<file path="src/hw/rtl/rvc_pkg.sv">
package rvc_pkg;

  localparam int CORDIC_STEPS_DEF = 16;

  // Q30 angle constants
  localparam logic signed [34:0] PI_Q30      = 35'sd3373259426;
  localparam logic signed [34:0] HALF_PI_Q30 = 35'sd1686629713;
  localparam logic signed [34:0] KINV_Q30    = 35'sd652032874;
  // Q3.12 angle constants
  localparam logic signed [17:0] PI_Q12      = 18'sd12868;
  localparam logic signed [17:0] TWO_PI_Q12  = 18'sd25736;

  // config register indexes
  localparam logic [2:0] CFG_MODE  = 3'd0;
  localparam logic [2:0] CFG_DAMP  = 3'd1;
  localparam logic [2:0] CFG_LIN   = 3'd2;
  localparam logic [2:0] CFG_TURN  = 3'd3;
  localparam logic [2:0] CFG_STEP  = 3'd4;
  localparam logic [2:0] CFG_LIMIT = 3'd5;

  typedef struct packed {
    logic        holo;
    logic [23:0] damp;
    logic [23:0] lin;
    logic [23:0] turn;
    logic [15:0] ts;
    logic [30:0] vmax;
  } cfg_t;

  typedef enum logic [4:0] {
    OP_IDLE,
    OP_LOAD,
    OP_SC_INIT,
    OP_SC_ITER,
    OP_SC_DONE,
    OP_AT_ITER,
    OP_AT_DONE,
    OP_PX,
    OP_PY,
    OP_PSUM,
    OP_LIN_MUL,
    OP_LIN_RND,
    OP_TURN_MUL,
    OP_TURN_RND,
    OP_HDRV,
    OP_DAMP,
    OP_ACC,
    OP_STEP,
    OP_UPD,
    OP_SQA,
    OP_SQB,
    OP_SUM,
    OP_LIM,
    OP_SQ_INIT,
    OP_SQ_ITER,
    OP_DIVM,
    OP_DIV_INIT,
    OP_DIV_ITER,
    OP_DIV_DONE,
    OP_WRITE
  } op_t;

  typedef struct packed {
    op_t        op;
    logic [4:0] idx;
    logic       sel;
  } cmd_t;

  // arctan(2^-i) in Q30
  function automatic logic [29:0] atan_q30(input logic [4:0] i);
    logic [29:0] r;
    case (i)
      5'd0:    r = 30'd843314856;
      5'd1:    r = 30'd497837829;
      5'd2:    r = 30'd263043836;
      5'd3:    r = 30'd133525158;
      5'd4:    r = 30'd67021686;
      5'd5:    r = 30'd33543515;
      5'd6:    r = 30'd16775850;
      5'd7:    r = 30'd8388437;
      5'd8:    r = 30'd4194282;
      5'd9:    r = 30'd2097149;
      5'd10:   r = 30'd1048575;
      5'd11:   r = 30'd524287;
      5'd12:   r = 30'd262143;
      5'd13:   r = 30'd131071;
      5'd14:   r = 30'd65535;
      5'd15:   r = 30'd32767;
      5'd16:   r = 30'd16383;
      5'd17:   r = 30'd8191;
      5'd18:   r = 30'd4095;
      5'd19:   r = 30'd2047;
      5'd20:   r = 30'd1023;
      5'd21:   r = 30'd511;
      5'd22:   r = 30'd255;
      5'd23:   r = 30'd127;
      default: r = 30'd0;
    endcase
    return r;
  endfunction

endpackage

</file>
<file path="src/hw/rtl/rvc_ctrl.sv">
module rvc_ctrl #(
  parameter int CORDIC_STEPS = rvc_pkg::CORDIC_STEPS_DEF
) (
  input  logic          clk,
  input  logic          rst,
  input  logic          holo,
  input  logic          in_valid,
  output logic          in_stall,
  output logic          out_valid,
  input  logic          out_stall,
  input  logic          over,
  output rvc_pkg::cmd_t cmd
);

  localparam logic [5:0] STEPS_LAST = 6'(CORDIC_STEPS - 1);
  localparam logic [5:0] SQRT_LAST  = 6'd31;
  localparam logic [5:0] DIV_LAST   = 6'd32;

  typedef enum logic [29:0] {
    ST_IDLE     = 30'h00000001,
    ST_SC_INIT  = 30'h00000002,
    ST_SC_ITER  = 30'h00000004,
    ST_SC_DONE  = 30'h00000008,
    ST_AT_ITER  = 30'h00000010,
    ST_AT_DONE  = 30'h00000020,
    ST_PX       = 30'h00000040,
    ST_PY       = 30'h00000080,
    ST_PSUM     = 30'h00000100,
    ST_LIN_MUL  = 30'h00000200,
    ST_LIN_RND  = 30'h00000400,
    ST_TURN_MUL = 30'h00000800,
    ST_TURN_RND = 30'h00001000,
    ST_HDRV     = 30'h00002000,
    ST_DAMP     = 30'h00004000,
    ST_ACC      = 30'h00008000,
    ST_STEP     = 30'h00010000,
    ST_UPD      = 30'h00020000,
    ST_SQA      = 30'h00040000,
    ST_SQB      = 30'h00080000,
    ST_SUM      = 30'h00100000,
    ST_LIM      = 30'h00200000,
    ST_CMP      = 30'h00400000,
    ST_SQ_INIT  = 30'h00800000,
    ST_SQ_ITER  = 30'h01000000,
    ST_DIVM     = 30'h02000000,
    ST_DIV_INIT = 30'h04000000,
    ST_DIV_ITER = 30'h08000000,
    ST_DIV_DONE = 30'h10000000,
    ST_WRITE    = 30'h20000000
  } state_t;

  state_t        state, state_next;
  logic [5:0]    cnt, cnt_next;
  logic          sel, sel_next;
  logic          ovld, ovld_next;
  rvc_pkg::op_t  op;

  assign in_stall  = (state != ST_IDLE);
  assign out_valid = ovld;
  assign cmd.op    = op;
  assign cmd.idx   = cnt[4:0];
  assign cmd.sel   = sel;

  always_comb begin
    state_next = state;
    cnt_next   = 6'd0;
    sel_next   = sel;
    ovld_next  = (ovld && !out_stall) ? 1'b0 : ovld;
    op         = rvc_pkg::OP_IDLE;
    case (state)
      ST_IDLE: begin
        if (in_valid) begin
          op         = rvc_pkg::OP_LOAD;
          sel_next   = 1'b0;
          state_next = holo ? ST_HDRV : ST_SC_INIT;
        end
      end
      ST_SC_INIT: begin
        op         = rvc_pkg::OP_SC_INIT;
        state_next = ST_SC_ITER;
      end
      ST_SC_ITER: begin
        op = rvc_pkg::OP_SC_ITER;
        if (cnt == STEPS_LAST) state_next = ST_SC_DONE;
        else cnt_next = cnt + 6'd1;
      end
      ST_SC_DONE: begin
        op         = rvc_pkg::OP_SC_DONE;
        state_next = ST_AT_ITER;
      end
      ST_AT_ITER: begin
        op = rvc_pkg::OP_AT_ITER;
        if (cnt == STEPS_LAST) state_next = ST_AT_DONE;
        else cnt_next = cnt + 6'd1;
      end
      ST_AT_DONE: begin
        op         = rvc_pkg::OP_AT_DONE;
        state_next = ST_PX;
      end
      ST_PX: begin
        op         = rvc_pkg::OP_PX;
        state_next = ST_PY;
      end
      ST_PY: begin
        op         = rvc_pkg::OP_PY;
        state_next = ST_PSUM;
      end
      ST_PSUM: begin
        op         = rvc_pkg::OP_PSUM;
        state_next = ST_LIN_MUL;
      end
      ST_LIN_MUL: begin
        op         = rvc_pkg::OP_LIN_MUL;
        state_next = ST_LIN_RND;
      end
      ST_LIN_RND: begin
        op         = rvc_pkg::OP_LIN_RND;
        state_next = ST_DAMP;
      end
      ST_TURN_MUL: begin
        op         = rvc_pkg::OP_TURN_MUL;
        state_next = ST_TURN_RND;
      end
      ST_TURN_RND: begin
        op         = rvc_pkg::OP_TURN_RND;
        state_next = ST_DAMP;
      end
      ST_HDRV: begin
        op         = rvc_pkg::OP_HDRV;
        state_next = ST_DAMP;
      end
      ST_DAMP: begin
        op         = rvc_pkg::OP_DAMP;
        state_next = ST_ACC;
      end
      ST_ACC: begin
        op         = rvc_pkg::OP_ACC;
        state_next = ST_STEP;
      end
      ST_STEP: begin
        op         = rvc_pkg::OP_STEP;
        state_next = ST_UPD;
      end
      ST_UPD: begin
        op = rvc_pkg::OP_UPD;
        if (!sel) begin
          sel_next   = 1'b1;
          state_next = holo ? ST_HDRV : ST_TURN_MUL;
        end else begin
          state_next = holo ? ST_SQA : ST_WRITE;
        end
      end
      ST_SQA: begin
        op         = rvc_pkg::OP_SQA;
        state_next = ST_SQB;
      end
      ST_SQB: begin
        op         = rvc_pkg::OP_SQB;
        state_next = ST_SUM;
      end
      ST_SUM: begin
        op         = rvc_pkg::OP_SUM;
        state_next = ST_LIM;
      end
      ST_LIM: begin
        op         = rvc_pkg::OP_LIM;
        state_next = ST_CMP;
      end
      ST_CMP: begin
        state_next = over ? ST_SQ_INIT : ST_WRITE;
      end
      ST_SQ_INIT: begin
        op         = rvc_pkg::OP_SQ_INIT;
        state_next = ST_SQ_ITER;
      end
      ST_SQ_ITER: begin
        op = rvc_pkg::OP_SQ_ITER;
        if (cnt == SQRT_LAST) begin
          sel_next   = 1'b0;
          state_next = ST_DIVM;
        end else begin
          cnt_next = cnt + 6'd1;
        end
      end
      ST_DIVM: begin
        op         = rvc_pkg::OP_DIVM;
        state_next = ST_DIV_INIT;
      end
      ST_DIV_INIT: begin
        op         = rvc_pkg::OP_DIV_INIT;
        state_next = ST_DIV_ITER;
      end
      ST_DIV_ITER: begin
        op = rvc_pkg::OP_DIV_ITER;
        if (cnt == DIV_LAST) state_next = ST_DIV_DONE;
        else cnt_next = cnt + 6'd1;
      end
      ST_DIV_DONE: begin
        op = rvc_pkg::OP_DIV_DONE;
        if (!sel) begin
          sel_next   = 1'b1;
          state_next = ST_DIVM;
        end else begin
          state_next = ST_WRITE;
        end
      end
      ST_WRITE: begin
        if (!ovld || !out_stall) begin
          op         = rvc_pkg::OP_WRITE;
          ovld_next  = 1'b1;
          state_next = ST_IDLE;
        end
      end
      default: begin
        state_next = ST_IDLE;
      end
    endcase
  end

  always_ff @(posedge clk) begin
    if (rst) begin
      state <= ST_IDLE;
      cnt   <= 6'd0;
      sel   <= 1'b0;
      ovld  <= 1'b0;
    end else begin
      state <= state_next;
      cnt   <= cnt_next;
      sel   <= sel_next;
      ovld  <= ovld_next;
    end
  end

endmodule

</file>
<file path="config.mk">
export PLATFORM = sky130hd
export DESIGN_NAME = rvc_ctrl
export DESIGN_NICKNAME = d
export VERILOG_FILES = /design/src/hw/rtl/rvc_pkg.sv /design/src/hw/rtl/rvc_ctrl.sv
export SDC_FILE = /design/constraint.sdc
export NUM_CORES = 1
export LEC_CHECK = 0
export BUFFER_PORTS_ARGS = -buffer_cell sky130_fd_sc_hd__buf_2
export CAP_MARGIN = 10
export CORE_UTILIZATION = 31
export DETAILED_ROUTE_END_ITERATION = 16
export HOLD_SLACK_MARGIN = 0.05
export SETUP_SLACK_MARGIN = 0.05
export SYNTH_ARGS = -nofsm -noshare
export SYNTH_HDL_FRONTEND = slang
export SYNTH_SLANG_ARGS = --single-unit
</file>
<file path="constraint.sdc">
create_clock -name clk -period 3.9 [get_ports clk]
set_input_delay 0.195 -clock clk [delete_from_list [all_inputs] [get_ports clk]]
set_output_delay 0.195 -clock clk [all_outputs]
set_load 0.005 [all_outputs]
</file>
==> results of run 1 <==
[per-layer routing]
| metal | up-vias | routed length, um |
|---|---|---|
| li1 | 1103 | - |
| met1 | 1094 | 3000 |
| met2 | 143 | 2960 |
| met3 | 24 | 661 |
| met4 | 0 | 171 |
| met5 | - | 0 |
[logic make-up after synthesis]
kind of cell             count (synthesis)  synth area share, %
AO/OA/AOI/OAI                           35                 11.1
XOR/XNOR                                 8                 2.91
adder cells (fa/ha/maj)                  2                 1.04
buffers and inverters                   24                 5.40
flip-flops                              38                 31.6
AND/OR/NAND/NOR                        181                 48.0
[per-stage QoR]
step           hold WS, ns  total power, W  cells
6_report             0.130        0.000880    403
5_1_grt              0.142        0.000914    403
4_1_cts              0.129        0.000880    403
3_5_place_dp         0.441        0.000600    395
3_3_place_gp         0.439        0.000597    395
2_1_floorplan        0.274        0.000546    288
[power groups by stage]
stage	clock network (W)	logic (W)	registers (W)
3_5_place_dp	0	0.000187	0.000413
2_1_floorplan	0	0.000134	0.000411
6_report	0.000282	0.000193	0.000404
4_1_cts	0.000288	0.000188	0.000404
5_1_grt	0.000303	0.000206	0.000405
3_3_place_gp	0	0.000185	0.000412
[how the worst min path moves through the flow]
stage | depth (start not counted) | slack [ns] | startpoint | endpoint
4_1_cts | 2 | 0.13 | holo | state[1]$_SDFFE_PP0P_
5_1_grt | 2 | 0.14 | holo | state[1]$_SDFFE_PP0P_
3_5_place_dp | 2 | 0.44 | holo | state[1]$_SDFFE_PP0P_
2_1_floorplan | 1 | 0.27 | holo | state[1]$_SDFFE_PP0P_
6_report | 2 | 0.13 | holo | state[1]$_SDFFE_PP0P_
3_3_place_gp | 2 | 0.44 | holo | state[1]$_SDFFE_PP0P_
[flip-flops by register name, indices dropped and copies added, names as in the netlist]
| signal | cells |
|---|---|
| cnt | 6 |
| out_valid | 1 |
| sel | 1 |
| state | 30 |
[cell usage after synthesis, drive strengths merged (2+ instances only)]
| master | instances |
|---|---|
| a211o | 2 |
| ha | 2 |
| a41oi | 2 |
| nor3b | 5 |
| nand3b | 3 |
| nor3 | 17 |
| nand2b | 3 |
| o21bai | 2 |
| dfxtp | 38 |
| xnor2 | 4 |
| a31oi | 4 |
| or3 | 2 |
| nand4 | 14 |
| nor2 | 45 |
| and4 | 3 |
| inv | 10 |
| nand3 | 14 |
| and2 | 2 |
| nand2 | 21 |
| o21ai | 7 |
| buf | 13 |
| or3b | 2 |
| or4b | 2 |
| or4 | 4 |
| nand4b | 10 |
| xor2 | 4 |
| and3 | 4 |
| nor2b | 6 |
| a21oi | 7 |
| nor4b | 6 |
| nor4 | 18 |
[area by class of cell]
cell class,count,area [um2]
tap,99,124
multi-input combinational,226,1530
inverter,10,37.5
sequential,38,761
clock inverter,1,5.00
clock buffer,7,86.3
fill,778,4710
timing repair buffer,22,120
[worst max-delay path, delay by kind of cell, from the launching register on]
kind | cells | cell delay (ns)
buf+inv | 1 | 0.14
flops | 1 | 0.37
simple gates | 7 | 2.28
==> flow_summary.toml, run 1 <==
[status]
status = "complete, no violations"

[timing]
finalSetupViolCount = 0
drv_slew = 0
max_freq_ghz = 0.305
slew_headroom_pct = 50.8
fin_crit_ns = 3.28
rsz0062_at_grt = "no"
period_share_pct = 84.0
tightest_slew_ns = 0.727
hold_violations = 0
finalClockSkew_ns = 0.0114
final.setup.worst_slack_ns = 0.622
fin_setup_tns_ns = 0

[routing]
detail_route.first_pass.iterations = 8
antenna_left = 0
wl_per_cell_um = 16.9
route.detailed.drc = 0
drt-initial-drc-count = 272
routed_wl_mm = 6.79
vias_per_cell = 5.87
vias = 2364

[min_path]
min_path_type = "in -> reg"

[global_routing]
grt_pass1_wl_mm = 10.9
gr-usage-met1_pct = 23.1
grt_start_max_net_pins = 18
antenna_found_initial = 0
grt.busiest_layer = "met2"
use_met2_pct = 26.3
use_met3_pct = 3.38
grt-ovfl-total = 0
grt_pass1_vias = 2130
grt.total_usage_pct = 16.8

[cells_and_area]
drive_gt1_share_pct = 17.8
num_antenna_cells = 0
layout_commonest_cell = "nor2_1"
layout_common_cells = "45 x nor2_1, 38 x dfxtp_1, 20 x nand2_1"
area_growth_pct = 10.5
final_nets = 311
design_area_um2 = 2660
final_util_pct = 36.1

[power]
switchingPower_w = 0.000279
internal-power_w = 0.000601
switching_share_pct = 31.7
max-vdd-ir-drop_uv = 158
comb_power_share_pct = 22.0
p_seq_share_pct = 46.0
clockPowerShare_pct = 32.1
p_leak_nw = 1.07
power_density_nw_per_um2 = 330

[floorplanning]
num_rows = 31
start_util_pct = 32.7
pin_count = 19
die_area_um2 = 8130
fp.dieW_um = 90.2
die_y_um = 90.2
core-area_um2 = 7370

[placed_design]
pre_cts_ws_ns = 0.675
dpl.hpwl_mm = 5.17
dpl_cell_area_um2 = 2570
gp_congestion = 0.943
port-buffer-count = 18

[job]
cap_violations = 0

[critical_path]
startpoint = "state[24]$_SDFFE_PP0P_"
cp_max_fo = 17
rr_startpoint = "state[24]$_SDFFE_PP0P_"
arrival_ns = 3.08
cp.required_ns = 3.70
r2r_slack_ns = 0.63
slowest_stage = "or3_1"
crit_path_start_kind = "flip-flop"
worstRegToRegCells = 8
endpoint = "cmd[6]"
critPathCaptureType = "output pin"
worstPathCellList = "nor4_4 > nand2_1 > or3_1 > or4_1 > nand4_1 > nor3_1 > nand3_1 > buf_2"
cp_slowest_stage_delay_ns = 0.53
r2r_end = "state[5]$_SDFFE_PP0P_"
crit_type = "reg -> out"

[clocking]
clock_latency_ns = 0.30
hold_buffers = 0
clockBufferDepth = 2
cts.clk_slew.worst_paths_ns = 0.07
cts_root_buffer = "clkbuf_8"
cts_resized = 0
clock_sinks = 38
cts_buffers = 5
cts_tree = "built"
htree_num_levels = 2
post_cts_buffers = 0

[synth]
syn-cell-area_um2 = 2410
yosysSeqAreaShare_pct = 31.6
ys.flop_type = "dfxtp_1"
yosysTopAreaCellShare_pct = 31.6
async_reset_ff_share_pct = 0
synthTopCellsByArea = "dfxtp_1 32%, nor2_1 7.0%, nor4_4 5.3%, nand4_1 3.6%, nand4b_1 3.6%"
synth_edf_count = 0
synth_area_leader_cell = "dfxtp_1"
ys_warn_count = 0
syn-num-nets = 296
synth_seq_cells = 38
yosysUniqueCellTypes = 53
synthCells = 288
syn-mean-instance-area_um2 = 8.37
Note: power is estimated with default switching activity, not from simulation.
==> run 2, diff against run 1 <==
Clock period 3.9 ns to 2.7 ns, I/O delays scaled along.
==> run 2 against run 1 <==
Worst setup slack worse by 0.56 ns. Sequential power up 43%. Clock skew down 0.0020 ns. Non-clock buffer count up 55. Flip-flop and latch count unchanged. Combinational power up 120%. Cell count up 14%. Via count up 7.7%. Die area unchanged.
==> flow_summary.toml, run 2 (synthesis gave the netlist of run 1 again) <==
[cells_and_area]
drive_gt1_share_pct = 36.8
num_antenna_cells = 0
layout_common_cells = "56 x buf_4, 43 x nor2_1, 24 x dfxtp_1"
largest_register_ffs = 30
reg.largest.list = "state (30), cnt (6)"
area_growth_pct = 32.0
instances_no_fill = 458
regMostFlops = "state"
final_nets = 366
layout_commonest_cell = "buf_4"
final_util_pct = 43.2

[routing]
vias = 2545
routed_wl_mm = 7.90
drt-initial-drc-count = 228
detail_route.first_pass.iterations = 5
route.detailed.drc = 0
wl_per_cell_um = 17.2
antenna_left = 0
vias_per_cell = 5.56

[placed_design]
dp_cells = 433
pre_cts_ws_ns = 0.0790
gp_congestion = 0.985
dpl.hpwl_mm = 6.07
port-buffer-count = 18

[global_routing]
gr-usage-met1_pct = 25.6
antenna_found_initial = 0
grt.busiest_layer = "met2"
grt-ovfl-total = 0
grt_start_max_net_pins = 17
use_met2_pct = 30.9
grt_pass1_wl_mm = 12.2
grt.total_usage_pct = 19.2
use_met3_pct = 3.89
grt_pass1_vias = 2335

[job]
cap_violations = 0

[floorplanning]
start_util_pct = 32.7
pin_count = 19
num_rows = 31
core-area_um2 = 7370
die_area_um2 = 8130
fp.dieW_um = 90.2
die_y_um = 90.2

[timing]
rsz0062_at_grt = "yes"
finalSetupViolCount = 0
drv_slew = 0
hold_violations = 0
tightest_slew_ns = 0.490
max_freq_ghz = 0.379
finalClockSkew_ns = 0.00935
final.setup.worst_slack_ns = 0.0644
period_share_pct = 97.6
fin_crit_ns = 2.64
hold_ws_ns = 0.0571
slew_headroom_pct = 67.3
fin_setup_tns_ns = 0

[clocking]
clock_sinks = 38
hold_buffers = 0
cts_tree = "built"
htree_num_levels = 2
clock_latency_ns = 0.31
cts_buffers = 5
cts_root_buffer = "clkbuf_8"
clockBufferDepth = 2
cts.clk_slew.worst_paths_ns = 0.08

[critical_path]
cp_max_fo = 5
arrival_ns = 2.84
crit_type = "reg -> reg"
critPathCaptureType = "flip-flop"
cp.required_ns = 2.91
crit_path_start_kind = "flip-flop"

[power]
power_density_nw_per_um2 = 443
p_leak_nw = 1.35
max-vdd-ir-drop_uv = 276

[status]
status = "complete, no violations"

[min_path]
min_path_type = "in -> reg"
==> run 2: final timing paths <==
kind                                             from                     end  slack (ns)  depth (start not counted)
worst max-delay path            state[5]$_SDFFE_PP0P_  state[22]$_SDFFE_PP0P_        0.06                          9
worst max register to register  state[5]$_SDFFE_PP0P_  state[22]$_SDFFE_PP0P_        0.06                          9
worst min-delay path                             holo   state[1]$_SDFFE_PP0P_        0.06                          2
worst min register to register      cnt[0]$_SDFF_PP0_       cnt[0]$_SDFF_PP0_        0.48                          1
==> run 2: critical path: stages (launching register included) <==
cell and delay (ns):
dfxtp_4 0.36, nor4_4 0.38, nand3_1 0.16, or3_4 0.35, or4_4 0.49, nand4b_1 0.15
buf_4 0.15, o41ai_4 0.10, buf_4 0.18, nor4b_4 0.21
==> run 2: cell type report <==
cell class | instances | area, um2
Inverter | 10 | 37.5
Timing Repair Buffer | 77 | 553
Tap cell | 99 | 124
Multi-Input combinational cell | 226 | 1590
Sequential cell | 38 | 783
Clock inverter | 3 | 21.3
Fill cell | 773 | 4190
Clock buffer | 5 | 68.8
==> run 2: metrics by stage <==
stage	area [um2]	power [W]
floorplan	2410	0.000788
global placement	2870	0.000962
detailed placement	2870	0.000964
CTS	3060	0.00140
global route	3180	0.00147
finish	3180	0.00141
==> run 2: what timing repair did <==
action,CTS,global route
cloned,0,0
buffers inserted,11,6
pin swaps,6,10
resized for setup,3,27
endpoints found under the setup margin,6,22
hold endpoints to repair,0,0
==> run 2: where the power goes <==
group | internal, W | switching [W] | total (W)
Sequential | 0.000567 | 0.00000940 | 0.000576
Clock | 0.000182 | 0.000230 | 0.000412
Combinational | 0.000194 | 0.000228 | 0.000422
Total | 0.000943 | 0.000467 | 0.00141
==> run 2: routing by layer <==
| metal | wire [um] | part of all wire (%) | up-vias |
|---|---|---|---|
| met5 | 0 | 0 | - |
| met4 | 121 | 1.5 | 0 |
| met3 | 514 | 6.5 | 10 |
| met2 | 3720 | 47 | 98 |
| met1 | 3540 | 45 | 1227 |
| li1 | - | - | 1210 |
==> run 3, diff against run 2 <==
Settings changed: ABC_AREA from default to 1, CORE_MARGIN from default to 2.
==> run 3 against run 2 <==
Via count shrank 0.79%. Utilization shrank 8.5 points. Sequential share of layout area grew 0.55 points. Largest power group is now combinational logic. Highest routed layer unchanged. Flip-flop and latch count is the same. Worst hold slack gained 0.038 ns.
==> flow_summary.toml, run 3 <==
[status]
status = "complete, no violations"

[synth]
muxShareOfSynthArea_pct = 0
syn-num-nets = 430
synth_most_common_cell = "nor2_1"
synth_edf_count = 0
yosysUniqueCellTypes = 35
synth-xor-area-share_pct = 0.946
synth_fa_ha_area_share_pct = 0.900
yosysTopAreaCellShare_pct = 27.4
synth_common_cells = "91 x nor2_1, 73 x nand2_1, 57 x inv_1, 38 x dfxtp_1, 28 x nand3_1"
synth_compound_area_share_pct = 3.06
synthTopCellsByArea = "dfxtp_1 27%, nor2_1 12%, nand2_1 9.9%, inv_1 7.7%, nor2_4 6.5%"
syn-mean-instance-area_um2 = 6.59
synth_top_family_by_area = "simple AND/OR/NAND/NOR gates"
ys_warn_count = 0
synth_area_leader_cell = "dfxtp_1"
ys.flop_type = "dfxtp_1"
synthSimpleGateAreaFrac_pct = 54.7
yosysSeqAreaShare_pct = 27.4
async_reset_ff_share_pct = 0
syn-cell-area_um2 = 2780
synth_seq_cells = 38
synthCells = 422

[critical_path]
r2r_slack_ns = 0.37
critPathCaptureType = "flip-flop"
cp.required_ns = 2.88
crit_type = "reg -> reg"
arrival_ns = 2.51
crit_path_start_kind = "flip-flop"
rr_startpoint = "state[4]$_SDFFE_PP0P_"
r2r_end = "state[15]$_SDFFE_PP0P_"
cp_max_fo = 18
worstRegToRegCells = 13

[global_routing]
antenna_found_initial = 0
grt-ovfl-total = 0
grt_start_max_net_pins = 19
grt_pass1_vias = 2478
grt.total_usage_pct = 14.4
grt_pass1_wl_mm = 11.4

[timing]
tightest_slew_ns = 0.429
drv_slew = 0
max_freq_ghz = 0.429
rsz0062_at_grt = "no"
fin_setup_tns_ns = 0
hold_violations = 0
final.setup.worst_slack_ns = 0.369
finalClockSkew_ns = 0.00660
finalSetupViolCount = 0
period_share_pct = 86.3
fin_crit_ns = 2.33
slew_headroom_pct = 71.1

[floorplanning]
core-area_um2 = 8720
num_rows = 34
die_area_um2 = 9740
start_util_pct = 31.9
fp.dieW_um = 98.7
pin_count = 19
die_y_um = 98.7

[routing]
route.detailed.drc = 0
wl_met1_mm = 3.27
wl_met3_um = 252
detail_route.first_pass.iterations = 4
routed_wl_mm = 6.58
drt-initial-drc-count = 121
wl_per_cell_um = 12.1
maxUsedRoutingLayer = "met4"
wl_met2_mm = 2.95
antenna_left = 0
vias_per_cell = 4.63
vias = 2525

[clocking]
cts_root_buffer = "clkbuf_8"
cts_resized = 0
htree_num_levels = 2
clock_latency_ns = 0.30
cts_tree = "built"
clockBufferDepth = 2
cts.clk_slew.worst_paths_ns = 0.08
clock_sinks = 38
hold_buffers = 0
cts_buffers = 5
post_cts_buffers = 0

[placed_design]
dpl_cell_area_um2 = 2910
port-buffer-count = 18
pre_cts_ws_ns = 0.403
gp_congestion = 0.908
dpl.hpwl_mm = 5.39

[cells_and_area]
reg.largest.list = "state (30), cnt (6)"
layout_common_cells = "91 x nor2_1, 73 x nand2_1, 57 x inv_1"
nFillCells = 935
layout_commonest_cell = "nor2_1"
drive_gt1_share_pct = 21.7
largest_register_ffs = 30
area_growth_pct = 8.73
final_nets = 445
final-seq-area_um2 = 761
design_area_um2 = 3020
regMostFlops = "state"
multi_input_area_um2 = 1660
num_antenna_cells = 0

[min_path]
min_from = "holo"
min_path_cells = 2
min_path_type = "in -> reg"
min_to = "state[1]$_SDFFE_PP0P_"

[power]
power_density_nw_per_um2 = 713
switching_share_pct = 44.8
p_leak_nw = 1.46
internal-power_w = 0.00119
comb_power_share_pct = 47.7
clockPowerShare_pct = 23.4
p_seq_share_pct = 29.0
switchingPower_w = 0.000965
max-vdd-ir-drop_uv = 329

[job]
cap_violations = 0
[run 3: routing by layer]
layer / track usage (%) / vias to the layer above
met5: 0 / -
met4: 4.11 / 0
met3: 2.98 / 12
met2: 23.0 / 41
met1: 19.7 / 1138
li1: - / 1334
[run 3: through the flow]
stage / hold WS (ns) / utilization [%] / power, W / instances
after global routing: 0.0878 / 34.6 / 0.00230 / 545
after floorplan: 0.211 / - / 0.00152 / 422
after CTS: 0.0917 / 34.6 / 0.00217 / 545
after global placement: 0.407 / 33.4 / 0.00166 / 538
after detailed placement: 0.401 / 33.4 / 0.00167 / 538
final: 0.0948 / 34.6 / 0.00215 / 545
[run 3: power by group through the flow]
stage	Combinational, W	Clock [W]	Sequential [W]
after floorplan	0.000891	0	0.000630
after global placement	0.00102	0	0.000636
after detailed placement	0.00103	0	0.000636
after CTS	0.00103	0.000511	0.000623
after global routing	0.00114	0.000530	0.000628
final	0.00103	0.000504	0.000624
[run 3: final cells by class]
| cell class | count | area share, % |
|---|---|---|
| Tap cell | 108 | 4.47 |
| Timing Repair Buffer | 19 | 3.23 |
| Sequential cell | 38 | 25.2 |
| Clock inverter | 1 | 0.994 |
| Multi-Input combinational cell | 305 | 54.8 |
| Inverter | 68 | 8.61 |
| Clock buffer | 6 | 2.73 |
[run 3: worst max-delay path, stage by stage, from the launching register on]
cell and delay (ns):
dfxtp_1 0.44, nor2_4 0.08, nand2_4 0.09, nor2_4 0.09, nand2_2 0.11, inv_2 0.06, nand2_1 0.15, inv_2 0.09
nand2_1 0.12, nand3_2 0.10, nor2_4 0.28, nand3_2 0.16, nand2_4 0.35, nor2_1 0.08
[run 3: cells by family after synthesis]
| group | count (synthesis) |
|---|---|
| simple gates | 285 |
| buf+inv | 79 |
| flops | 38 |
| compound gates | 15 |
| xor+xnor | 3 |
| fa+ha+maj | 2 |
[run 3: worst max-delay path by stage]
stage | start | cells after the start | slack [ns] | to
after global placement | state[6]$_SDFFE_PP0P_ | 13 | 0.48 | state[16]$_SDFFE_PP0P_
final | state[4]$_SDFFE_PP0P_ | 13 | 0.37 | state[15]$_SDFFE_PP0P_
after detailed placement | state[4]$_SDFFE_PP0P_ | 13 | 0.40 | state[15]$_SDFFE_PP0P_
after floorplan | state[28]$_SDFFE_PP0P_ | 14 | 0.84 | state[24]$_SDFFE_PP0P_
after CTS | state[4]$_SDFFE_PP0P_ | 13 | 0.39 | state[15]$_SDFFE_PP0P_
after global routing | state[4]$_SDFFE_PP0P_ | 13 | 0.19 | state[14]$_SDFFE_PP0P_
